**config.mk**
```make
export PLATFORM = sky130hd
export DESIGN_NAME = frame_presentation_pacer
export DESIGN_NICKNAME = d
export VERILOG_FILES = /design/src/rtl/core/fpp_pkg.sv /design/src/rtl/core/fpp_ram.sv /design/src/rtl/core/fpp_cfg.sv /design/src/rtl/core/fpp_seq.sv /design/src/rtl/core/frame_presentation_pacer.sv
export SDC_FILE = /design/constraint.sdc
export NUM_CORES = 2
export LEC_CHECK = 0
export BUFFER_PORTS_ARGS = -buffer_cell sky130_fd_sc_hd__buf_2
export CORE_MARGIN = 8
export CORE_UTILIZATION = 55
export CTS_BUF_LIST = sky130_fd_sc_hd__clkbuf_4 sky130_fd_sc_hd__clkbuf_8 sky130_fd_sc_hd__clkbuf_16
export CTS_CLUSTER_SIZE = 28
export DETAILED_ROUTE_END_ITERATION = 16
export GPL_ROUTABILITY_DRIVEN = 1
export PLACE_DENSITY = 0.74
export SLEW_MARGIN = 20
export SYNTH_ARGS = -nofsm -noshare
export SYNTH_HDL_FRONTEND = slang
export SYNTH_SLANG_ARGS = --single-unit
```
**constraint.sdc**
```tcl
create_clock -name clk -period 12 [get_ports clk]
set_clock_uncertainty 0.1 [all_clocks]
set_input_delay 2.4 -clock clk [delete_from_list [all_inputs] [get_ports clk]]
set_output_delay 2.4 -clock clk [all_outputs]
set_load 0.05 [all_outputs]
```
**src/rtl/core/fpp_pkg.sv**
```systemverilog
// ----------------------------------------------------------------------------
// fpp_pkg
// Shared constants, types and helpers for the frame presentation pacer.
// ----------------------------------------------------------------------------
`default_nettype none

package fpp_pkg;

  localparam int DEPTH  = 16;
  localparam int PTR_W  = (DEPTH > 1) ? $clog2(DEPTH) : 1;
  localparam int FILL_W = $clog2(DEPTH + 1);
  localparam int TIME_W = 31;
  localparam int TAG_W  = 8;
  localparam int NOW_W  = 32;
  localparam int ENT_W  = TIME_W + TAG_W;
  localparam int LIM_W  = NOW_W + 2;

  // item kinds
  localparam logic [1:0] OP_PUSH    = 2'd0;
  localparam logic [1:0] OP_TICK    = 2'd1;
  localparam logic [1:0] OP_RESTART = 2'd2;

  // register indexes
  localparam logic [2:0] CFG_MODE   = 3'd0;
  localparam logic [2:0] CFG_PERIOD = 3'd1;
  localparam logic [2:0] CFG_SLACK  = 3'd2;
  localparam logic [2:0] CFG_LOOP   = 3'd3;
  localparam logic [2:0] CFG_STALL  = 3'd4;

  localparam logic [6:0] PERIOD_MIN = 7'd8;
  localparam logic [6:0] PERIOD_MAX = 7'd100;

  typedef struct packed {
    logic [TAG_W-1:0]  frame_tag;
    logic [TIME_W-1:0] frame_time_ms;
    logic [NOW_W-1:0]  now_ms;
    logic [1:0]        op;
  } item_t;

  typedef struct packed {
    logic [4:0]        fill;
    logic [4:0]        skipped;
    logic [TIME_W-1:0] shown_time_ms;
    logic [TAG_W-1:0]  shown_tag;
    logic              presented;
    logic              push_accepted;
  } result_t;

  typedef struct packed {
    logic        fixed_period_mode;
    logic [6:0]  period;          // clamped to 8..100
    logic [7:0]  due_slack_ms;
    logic [15:0] loop_jump_ms;
    logic [15:0] stall_limit_ms;
  } cfg_t;

  typedef struct packed {
    logic [PTR_W-1:0]  head;
    logic [PTR_W-1:0]  tail;
    logic [FILL_W-1:0] fill;
  } status_t;

  function automatic logic [PTR_W-1:0] ptr_inc(input logic [PTR_W-1:0] p);
    if (p == PTR_W'(DEPTH - 1)) return '0;
    return p + 1'b1;
  endfunction

endpackage

`default_nettype wire

```
**src/rtl/core/fpp_ram.sv**
```systemverilog
// ----------------------------------------------------------------------------
// fpp_ram
// Generic single-write, single-read RAM with registered read data.
// ----------------------------------------------------------------------------
`default_nettype none

module fpp_ram #(
  parameter int WIDTH = 8,
  parameter int DEPTH = 16,
  localparam int AW = (DEPTH > 1) ? $clog2(DEPTH) : 1
) (
  input  wire logic                   clk,
  input  wire logic                   we,
  input  wire logic [AW-1:0]          waddr,
  input  wire logic [WIDTH-1:0]       wdata,
  input  wire logic [AW-1:0]          raddr,
  output      logic [WIDTH-1:0]       rdata
);

  logic [WIDTH-1:0] mem [DEPTH];

  always_ff @(posedge clk) begin
    if (we) begin
      mem[waddr] <= wdata;
    end
    rdata <= mem[raddr];
  end

endmodule

`default_nettype wire

```
**src/rtl/core/fpp_cfg.sv**
```systemverilog
// ----------------------------------------------------------------------------
// fpp_cfg
// Configuration register file; period is clamped on the way out.
// ----------------------------------------------------------------------------
`default_nettype none

module fpp_cfg
  import fpp_pkg::*;
(
  input  wire logic        clk,
  input  wire logic        rst,
  input  wire logic        cfg_valid,
  output      logic        cfg_ready,
  input  wire logic [2:0]  cfg_index,
  input  wire logic [15:0] cfg_data,
  output      cfg_t        cfg
);

  logic        mode;
  logic [6:0]  period;
  logic [7:0]  slack;
  logic [15:0] loop_jump;
  logic [15:0] stall_limit;

  assign cfg_ready = 1'b1;

  always_ff @(posedge clk) begin
    if (rst) begin
      mode        <= 1'b0;
      period      <= 7'd33;
      slack       <= 8'd5;
      loop_jump   <= 16'd500;
      stall_limit <= 16'd50;
    end else if (cfg_valid) begin
      unique case (cfg_index)
        CFG_MODE:   mode        <= cfg_data[0];
        CFG_PERIOD: period      <= cfg_data[6:0];
        CFG_SLACK:  slack       <= cfg_data[7:0];
        CFG_LOOP:   loop_jump   <= cfg_data;
        CFG_STALL:  stall_limit <= cfg_data;
        default: ;
      endcase
    end
  end

  always_comb begin
    cfg.fixed_period_mode = mode;
    if (period < PERIOD_MIN)      cfg.period = PERIOD_MIN;
    else if (period > PERIOD_MAX) cfg.period = PERIOD_MAX;
    else                          cfg.period = period;
    cfg.due_slack_ms   = slack;
    cfg.loop_jump_ms   = loop_jump;
    cfg.stall_limit_ms = stall_limit;
  end

endmodule

`default_nettype wire

```
**src/rtl/core/fpp_seq.sv**
```systemverilog
// ----------------------------------------------------------------------------
// fpp_seq
// Frame queue in RAM plus the pacing sequencer (push, tick, restart).
// ----------------------------------------------------------------------------
`default_nettype none

module fpp_seq
  import fpp_pkg::*;
(
  input  wire logic    clk,
  input  wire logic    rst,
  input  wire cfg_t    cfg,
  input  wire logic    in_valid,
  output      logic    in_ready,
  input  wire item_t   in_item,
  output      logic    res_valid,
  input  wire logic    res_ready,
  output      result_t res,
  output      status_t status
);

  typedef enum logic [8:0] {
    S_IDLE    = 9'b000000001,
    S_EXEC    = 9'b000000010,
    S_FX_DO   = 9'b000000100,
    S_FX_FIX  = 9'b000001000,
    S_TS_REB  = 9'b000010000,
    S_TS_LIM  = 9'b000100000,
    S_TS_EVAL = 9'b001000000,
    S_TS_CHK1 = 9'b010000000,
    S_OUT     = 9'b100000000
  } state_t;

  state_t state;

  logic [PTR_W-1:0]  head_ptr, tail_ptr;
  logic [FILL_W-1:0] fill_count;
  logic [NOW_W-1:0]  start_time, previous_tick, next_release;
  logic [TIME_W-1:0] last_shown_time;
  logic              last_shown_valid;

  // payload
  item_t             item;
  logic [TIME_W-1:0] h_time;
  logic [TAG_W-1:0]  h_tag;
  logic [LIM_W-1:0]  limit;
  logic              r_acc, r_pres;
  logic [TAG_W-1:0]  r_tag;
  logic [TIME_W-1:0] r_time;
  logic [FILL_W-1:0] r_skip;

  // queue RAM: {tag, time}
  logic              ram_we;
  logic [PTR_W-1:0]  ram_raddr;
  logic [ENT_W-1:0]  ram_rdata;
  logic [TIME_W-1:0] rd_time;
  logic [TAG_W-1:0]  rd_tag;

  assign rd_time   = ram_rdata[TIME_W-1:0];
  assign rd_tag    = ram_rdata[ENT_W-1:TIME_W];
  assign ram_we    = (state == S_EXEC) && (item.op == OP_PUSH) &&
                     (fill_count < FILL_W'(DEPTH));
  assign ram_raddr = (state == S_TS_EVAL) ? ptr_inc(head_ptr) : head_ptr;

  fpp_ram #(
    .WIDTH (ENT_W),
    .DEPTH (DEPTH)
  ) u_queue (
    .clk   (clk),
    .we    (ram_we),
    .waddr (tail_ptr),
    .wdata ({item.frame_tag, item.frame_time_ms}),
    .raddr (ram_raddr),
    .rdata (ram_rdata)
  );

  // arithmetic terms
  logic             stall_gap;
  logic [NOW_W-1:0] nr_a, nr_b;
  logic             fx_due;
  logic             loop_hit;
  logic [NOW_W:0]   rel;
  logic             h_due, n_due;

  always_comb begin
    stall_gap = (previous_tick != '0) &&
                ((item.now_ms - previous_tick) > NOW_W'(cfg.stall_limit_ms));
    nr_a      = stall_gap ? item.now_ms : next_release;
    nr_b      = (nr_a == '0) ? item.now_ms : nr_a;
    fx_due    = (fill_count != '0) &&
                ((item.now_ms + NOW_W'(cfg.due_slack_ms)) >= next_release);
    loop_hit  = last_shown_valid &&
                (({1'b0, rd_time} + 32'(cfg.loop_jump_ms)) < {1'b0, last_shown_time});
    rel       = {1'b0, item.now_ms} - {1'b0, start_time};
    h_due     = $signed({3'b000, h_time}) <= $signed(limit);
    n_due     = $signed({3'b000, rd_time}) <= $signed(limit);
  end

  assign in_ready  = (state == S_IDLE);
  assign res_valid = (state == S_OUT);
  assign status    = '{head: head_ptr, tail: tail_ptr, fill: fill_count};

  always_comb begin
    res.push_accepted = r_acc;
    res.presented     = r_pres;
    res.shown_tag     = r_pres ? r_tag  : '0;
    res.shown_time_ms = r_pres ? r_time : '0;
    res.skipped       = 5'(r_skip);
    res.fill          = 5'(fill_count);
  end

  // control and timing state
  always_ff @(posedge clk) begin
    if (rst) begin
      state            <= S_IDLE;
      head_ptr         <= '0;
      tail_ptr         <= '0;
      fill_count       <= '0;
      start_time       <= '0;
      previous_tick    <= '0;
      next_release     <= '0;
      last_shown_time  <= '0;
      last_shown_valid <= 1'b0;
    end else begin
      unique case (state)
        S_IDLE: begin
          if (in_valid) state <= S_EXEC;
        end
        S_EXEC: begin
          state <= S_OUT;
          case (item.op)
            OP_PUSH: begin
              if (ram_we) begin
                tail_ptr   <= ptr_inc(tail_ptr);
                fill_count <= fill_count + 1'b1;
              end
            end
            OP_TICK: begin
              if (cfg.fixed_period_mode) begin
                previous_tick <= item.now_ms;
                next_release  <= nr_b;
                state         <= S_FX_DO;
              end else if (fill_count != '0) begin
                state <= S_TS_REB;
              end
            end
            OP_RESTART: begin
              start_time       <= item.now_ms;
              last_shown_valid <= 1'b0;
              previous_tick    <= cfg.fixed_period_mode ? item.now_ms : '0;
              next_release     <= cfg.fixed_period_mode ? item.now_ms : '0;
              if (!cfg.fixed_period_mode) begin
                head_ptr   <= '0;
                tail_ptr   <= '0;
                fill_count <= '0;
              end
            end
            default: ;
          endcase
        end
        S_FX_DO: begin
          if (fx_due) begin
            head_ptr         <= ptr_inc(head_ptr);
            fill_count       <= fill_count - 1'b1;
            last_shown_time  <= rd_time;
            last_shown_valid <= 1'b1;
            next_release     <= next_release + NOW_W'(cfg.period);
            state            <= S_FX_FIX;
          end else begin
            state <= S_OUT;
          end
        end
        S_FX_FIX: begin
          // fell too far behind: restart the schedule from now
          if (item.now_ms > (next_release + NOW_W'(cfg.stall_limit_ms)))
            next_release <= item.now_ms + NOW_W'(cfg.period);
          state <= S_OUT;
        end
        S_TS_REB: begin
          // stream looped: rebase so the head lands on now
          if (loop_hit) begin
            start_time       <= item.now_ms - NOW_W'(rd_time);
            last_shown_valid <= 1'b0;
          end
          state <= S_TS_LIM;
        end
        S_TS_LIM: begin
          state <= S_TS_EVAL;
        end
        S_TS_EVAL: begin
          if (!h_due) begin
            state <= S_OUT;
          end else if (fill_count >= FILL_W'(2)) begin
            state <= S_TS_CHK1;
          end else begin
            head_ptr         <= ptr_inc(head_ptr);
            fill_count       <= fill_count - 1'b1;
            last_shown_time  <= h_time;
            last_shown_valid <= 1'b1;
            state            <= S_OUT;
          end
        end
        S_TS_CHK1: begin
          head_ptr   <= ptr_inc(head_ptr);
          fill_count <= fill_count - 1'b1;
          if (n_due) begin
            state <= S_TS_EVAL;
          end else begin
            last_shown_time  <= h_time;
            last_shown_valid <= 1'b1;
            state            <= S_OUT;
          end
        end
        S_OUT: begin
          if (res_ready) state <= S_IDLE;
        end
        default: state <= S_IDLE;
      endcase
    end
  end

  // payload
  always_ff @(posedge clk) begin
    if (state == S_IDLE && in_valid) item <= in_item;
    if (state == S_EXEC) begin
      r_acc  <= ram_we;
      r_pres <= 1'b0;
      r_skip <= '0;
    end
    if (state == S_FX_DO && fx_due) begin
      r_pres <= 1'b1;
      r_tag  <= rd_tag;
      r_time <= rd_time;
    end
    if (state == S_TS_REB) begin
      h_time <= rd_time;
      h_tag  <= rd_tag;
    end
    if (state == S_TS_LIM) limit <= {rel[NOW_W], rel} + LIM_W'(cfg.due_slack_ms);
    if (state == S_TS_EVAL && h_due && fill_count < FILL_W'(2)) begin
      r_pres <= 1'b1;
      r_tag  <= h_tag;
      r_time <= h_time;
    end
    if (state == S_TS_CHK1) begin
      if (n_due) begin
        // head is overdue and its successor is due: discard head
        r_skip <= r_skip + 1'b1;
        h_time <= rd_time;
        h_tag  <= rd_tag;
      end else begin
        r_pres <= 1'b1;
        r_tag  <= h_tag;
        r_time <= h_time;
      end
    end
  end

endmodule

`default_nettype wire

```
**src/rtl/core/frame_presentation_pacer.sv**
```systemverilog
// ----------------------------------------------------------------------------
// frame_presentation_pacer
// Frame queue with timestamp or fixed-period presentation pacing.
// ----------------------------------------------------------------------------
// Path (accept to m_tvalid): push, restart and a timestamp tick on an empty
// queue pass S_EXEC and S_OUT; a fixed-period tick adds S_FX_DO, and S_FX_FIX
// when a frame is shown; a timestamp tick adds S_TS_REB, S_TS_LIM, S_TS_EVAL,
// and S_TS_CHK1 when the successor is checked, plus one S_TS_CHK1/S_TS_EVAL
// pass per discarded frame. One item in flight: s_tready returns with m_tvalid.
// Reset (rst, synchronous): queue empty, timing state zero, registers default.
`default_nettype none

module frame_presentation_pacer
  import fpp_pkg::*;
(
  input  wire logic        clk,
  input  wire logic        rst,
  input  wire logic        s_tvalid,
  output      logic        s_tready,
  input  wire logic [71:0] s_tdata,  // now_ms, frame_time_ms, frame_tag
  input  wire logic [1:0]  s_tuser,  // op
  output      logic        m_tvalid,
  input  wire logic        m_tready,
  // push_accepted, presented, shown_tag, shown_time_ms, skipped, fill
  output      logic [55:0] m_tdata,
  input  wire logic        cfg_valid,
  output      logic        cfg_ready,
  input  wire logic [2:0]  cfg_index,
  input  wire logic [15:0] cfg_data
);

  cfg_t    cfg;
  item_t   in_item;
  result_t res;
  status_t status;
  logic    res_valid, res_ready;

  assign in_item.op            = s_tuser;
  assign in_item.now_ms        = s_tdata[31:0];
  assign in_item.frame_time_ms = s_tdata[62:32];
  assign in_item.frame_tag     = s_tdata[70:63];

  fpp_cfg u_cfg (
    .clk       (clk),
    .rst       (rst),
    .cfg_valid (cfg_valid),
    .cfg_ready (cfg_ready),
    .cfg_index (cfg_index),
    .cfg_data  (cfg_data),
    .cfg       (cfg)
  );

  fpp_seq u_seq (
    .clk       (clk),
    .rst       (rst),
    .cfg       (cfg),
    .in_valid  (s_tvalid),
    .in_ready  (s_tready),
    .in_item   (in_item),
    .res_valid (res_valid),
    .res_ready (res_ready),
    .res       (res),
    .status    (status)
  );

  // output register
  assign res_ready = !m_tvalid || m_tready;

  always_ff @(posedge clk) begin
    if (rst) begin
      m_tvalid <= 1'b0;
    end else if (res_ready) begin
      m_tvalid <= res_valid;
    end
  end

  always_ff @(posedge clk) begin
    if (res_ready && res_valid) m_tdata <= {5'b0, res};
  end

  // queue bookkeeping: head + fill wraps onto tail
  logic [FILL_W:0] ht_sum, ht_wrap;

  always_comb begin
    ht_sum  = (FILL_W+1)'(status.head) + (FILL_W+1)'(status.fill);
    ht_wrap = (ht_sum >= (FILL_W+1)'(DEPTH)) ? ht_sum - (FILL_W+1)'(DEPTH) : ht_sum;
  end

  a_fill_bound: assert property (@(posedge clk) disable iff (rst)
    status.fill <= FILL_W'(DEPTH))
    else $error("queue fill above depth");

  a_ptr_fill: assert property (@(posedge clk) disable iff (rst)
    PTR_W'(ht_wrap) == status.tail)
    else $error("head, tail and fill disagree");

  a_one_item: assert property (@(posedge clk) disable iff (rst)
    s_tvalid && s_tready |=> !s_tready)
    else $error("second item taken while one is in flight");

  a_push_xor_show: assert property (@(posedge clk) disable iff (rst)
    m_tvalid |-> !(m_tdata[0] && m_tdata[1]))
    else $error("result both enqueued and presented");

endmodule

`default_nettype wire
```
==> reports/summary.txt <==
Status = completed
Crit path cell chain = ha_1 > a21o_1 > a21oi_1 > nor2b_1 > o21a_1 > o311ai_0 > a31oi_1 > a21o_1 > a21oi_1 > nor2_1 > o211ai_1 > nor4_1 > xnor2_1 > ha_1 > nand4_1 > nor4_1 > nor3b_1 > o21ai_0 > nand4_1 > o311a_1 > nand2b_2 > or4_1 > o21ai_0
Fin crit period = 7780 ps
H-Tree Depth = 3
Comb pwr share = 7.1%
R2R Path End = u_seq.next_release[19]
Vias in the first global route = 40544
Mapped Cells = 5448
Die width = 338 microns
Setup TNS = 0 ps
CP required = 12510 ps
Ys flop type = edfxtp_1
PD cells = 133 nW/um^2
Largest net degree at the start of global routing = 264
DRT Pass-1 Iters = 8
Non-Filler Instances = 6966
Longest Clk Path Bufs = 3
Number of synthesized flops with an enable pin = 783
I/O pin total = 157
Min-Delay Path Class = flop to flop
Cell Area, Synth = 56900 sq um
ANT nets after route = 0
CTS tree = built
Maximum VDD drop = 135 uV
Clk Latency, worst-skew pair = 720 ps
Post-CTS resize count = 0
Power share of the sequential group = 49.9%
Global-route wire length before repair = 233 mm
Remaining DRCs = 0
Placed insts = 6746
P_leak = 0.0226 uW
Vias = 42592
Number of synthesized register bits = 1105
Clk pwr share = 43.0%
Switching pwr = 1940 uW
Slew Viols, Final = 0
Synth cell types = 101
Final-report hold violation count = 0
Depth of the worst register-to-register path = 23
WHS = 353 ps
Internal power = 6430 uW
Antenna violations before repair = 6
Fmax = 129 MHz
Final HPWL DP = 101 mm
Worst-path clk slew = 60 ps
Layout Area Growth over Synthesis = 10.5%
Grt ovf = 0
Critical path startpoint = u_seq.next_release[1]
Sequential element share of the synthesized area = 52.6%
CTS sink cnt = 1105
Final Cycle Share = 64.8%
Core outline area = 103000 sq um
CP endpoint kind = flop
Reg2reg start = u_seq.next_release[1]
Crit path DAT = 8280 ps
Switching Share = 23.2%
RSZ-0062 raised after global routing = no
CP endpoint = u_seq.next_release[19]
Initial Util = 55.2%
Drt initial violations = 3693
Number of CTS-inserted buffers = 113
Crit start category = flop
DIE AREA = 114000 sq um
Max incr delay on CP = 810 ps
Number of synthesis warnings = 0
GPL Wtd Cong = 0.956
Crit path kind = flop to flop
Rel. slew slack = 18.7%
Chip height = 338 microns
# setup viols final = 0
Post-Route WL = 154 mm
Post-CTS Setup Inserts = 0
Syn Area/Cell = 10.4 sq um
Maxcap violations = 0
Slowest cell on crit path = o311a_1
Port bufs = 149
Root Buffer Master = clkbuf_16
Critical-path maximum fanout = 17
Share of layout cells above drive strength 1 = 9.67%
DR WL/cell = 22.1 microns
# rows = 118
Async SR Flop Fraction = 0%
Slew @ Worst Pin = 1220 ps
CTS Hold Buffers Added = 0
Reg-to-reg setup timing slack = 4220 ps
Vias/cell = 6.11
NumNets Final = 5916
GR Util All Layers = 26.1%
[how the worst min path moves through the flow]
stage                        startpoint                  end  slack, ps  depth (start not counted)
floorplan                   u_seq.r_acc           m_tdata[0]        300                          0
global placement         u_seq.h_tag[4]       u_seq.r_tag[4]        330                          2
detailed placement       u_seq.h_tag[4]       u_seq.r_tag[4]        340                          2
CTS                 u_seq.start_time[8]  u_seq.start_time[8]        360                          2
global route        u_seq.start_time[8]  u_seq.start_time[8]        370                          2
finish                   u_seq.h_tag[4]       u_seq.r_tag[4]        350                          2
[power groups by stage]
| stage | combinational (uW) | sequential [uW] | clock, uW |
|---|---|---|---|
| after CTS | 586 | 4180 | 3640 |
| after detailed placement | 581 | 4260 | 0 |
| after global routing | 650 | 4180 | 3780 |
| after floorplan | 415 | 4240 | 0 |
| after global placement | 571 | 4260 | 0 |
| final | 593 | 4180 | 3600 |
[registers in the layout (all words and copies together), names as in the netlist, 4 cells and up]
| name | flops |
|---|---|
| u_seq.tail_ptr | 4 |
| m_tdata | 51 |
| u_cfg.slack | 8 |
| u_seq.last_shown_time | 31 |
| u_seq.head_ptr | 4 |
| u_seq.r_tag | 8 |
| u_cfg.loop_jump | 16 |
| u_seq.state | 9 |
| u_seq.u_queue.rdata | 39 |
| u_seq.previous_tick | 32 |
| u_seq.start_time | 32 |
| u_cfg.period | 7 |
| u_seq.fill_count | 5 |
| u_seq.next_release | 32 |
| u_seq.u_queue.mem | 624 |
| u_seq.h_tag | 8 |
| u_seq.limit | 34 |
| u_seq.h_time | 31 |
| u_seq.item | 73 |
| u_cfg.stall_limit | 16 |
| u_seq.r_skip | 5 |
| u_seq.r_time | 31 |
[logic make-up (layout without fill, tap and decap cells)]
kind of cell	Yosys count	in the layout	share of synthesized area, %
xor gates and xnor gates	207	207	3.19
adders and majority gates	337	337	7.51
DFF	1105	1105	52.6
other	2	10	0.0132
AOI/OAI and AO/OA	1428	1428	16.5
buffers and inverters	579	709	3.92
and+or+nand+nor	1682	1682	14.3
muxes	108	108	2.00
[metrics by stage]
| step | power, uW | setup slack (ps) | area (sq um) | utilization (%) |
|---|---|---|---|---|
| 6_report | 8370 | 4220 | 62900 | 61.0 |
| 5_1_grt | 8620 | 3860 | 62900 | 61.0 |
| 4_1_cts | 8400 | 4550 | 62900 | 61.0 |
| 3_5_place_dp | 4840 | 4600 | 59000 | 57.2 |
| 3_3_place_gp | 4830 | 4830 | 59000 | 57.2 |
| 2_1_floorplan | 4660 | 6520 | 56900 | - |
[cells in the mapped netlist, drive strengths merged (22+ instances only)]
master / instances / area [sq um]
nor2: 297 / 1130
clkbuf: 261 / 982
nand3: 109 / 546
xor2: 57 / 499
a211oi: 292 / 2200
o211ai: 22 / 165
mux2i: 66 / 664
buf: 45 / 226
a311oi: 88 / 771
nand2: 659 / 2470
edfxtp: 783 / 23500
inv: 273 / 1020
nor3: 81 / 422
xnor2: 150 / 1310
a221oi: 25 / 219
and2: 215 / 1350
a21oi: 400 / 2000
a21o: 86 / 646
nand4: 57 / 357
a31oi: 109 / 697
nor4: 54 / 359
mux2: 42 / 473
o21a: 40 / 300
nand2b: 42 / 265
ha: 329 / 4120
and3: 34 / 213
dfxtp: 322 / 6450
nor2b: 33 / 206
o21ai: 210 / 1050
[cell type report]
| class | count | area (sq um) |
|---|---|---|
| sequential | 1105 | 30000 |
| tap | 1380 | 1730 |
| multi-input combinational | 3768 | 25000 |
| antenna | 4 | 10.0 |
| timing repair buffer | 220 | 1320 |
| clock buffer | 167 | 3400 |
| fill | 8407 | 40200 |
| clock inverter | 49 | 492 |
| inverter | 273 | 1020 |
[cell usage in the layout (no fill, tap or decap), types with 25 or more instances in the layout]
cell type and instances:
a221oi_1 25, a21oi_1 399, mux2_2 42, nand2_1 656, nor4_1 52, mux2i_1 64, nand3_1 109, nor3_1 74
o21ai_0 202, xor2_1 57, clkbuf_4 35, and3_1 34, and2_1 201, inv_1 273, nor2_1 280, buf_4 68
clkbuf_16 117, a311oi_1 88, edfxtp_1 783, nand4_1 57, a21o_1 86, a31oi_1 108, nor2b_1 32, dfxtp_1 322
xnor2_1 149, o21a_1 40, nand2b_1 41, buf_2 148, ha_1 329, a211oi_1 290
[layer usage]
metal / part of all wire [%] / wire length [microns] / global-route usage (%)
met1: 40 / 61800 / 33.4
met2: 48 / 74200 / 44.1
met3: 7.3 / 11300 / 4.23
met4: 4.3 / 6680 / 11.0
met5: 0 / 0 / 0
[critical path: cells and delay by family (launching register included)]
kind	cells	cell delay, ps
DFF	1	450
and+or+nand+nor	9	2750
adders and majority gates	2	590
xor gates and xnor gates	1	180
AOI/OAI and AO/OA	11	3620
Power figures use the tool's default switching activity.
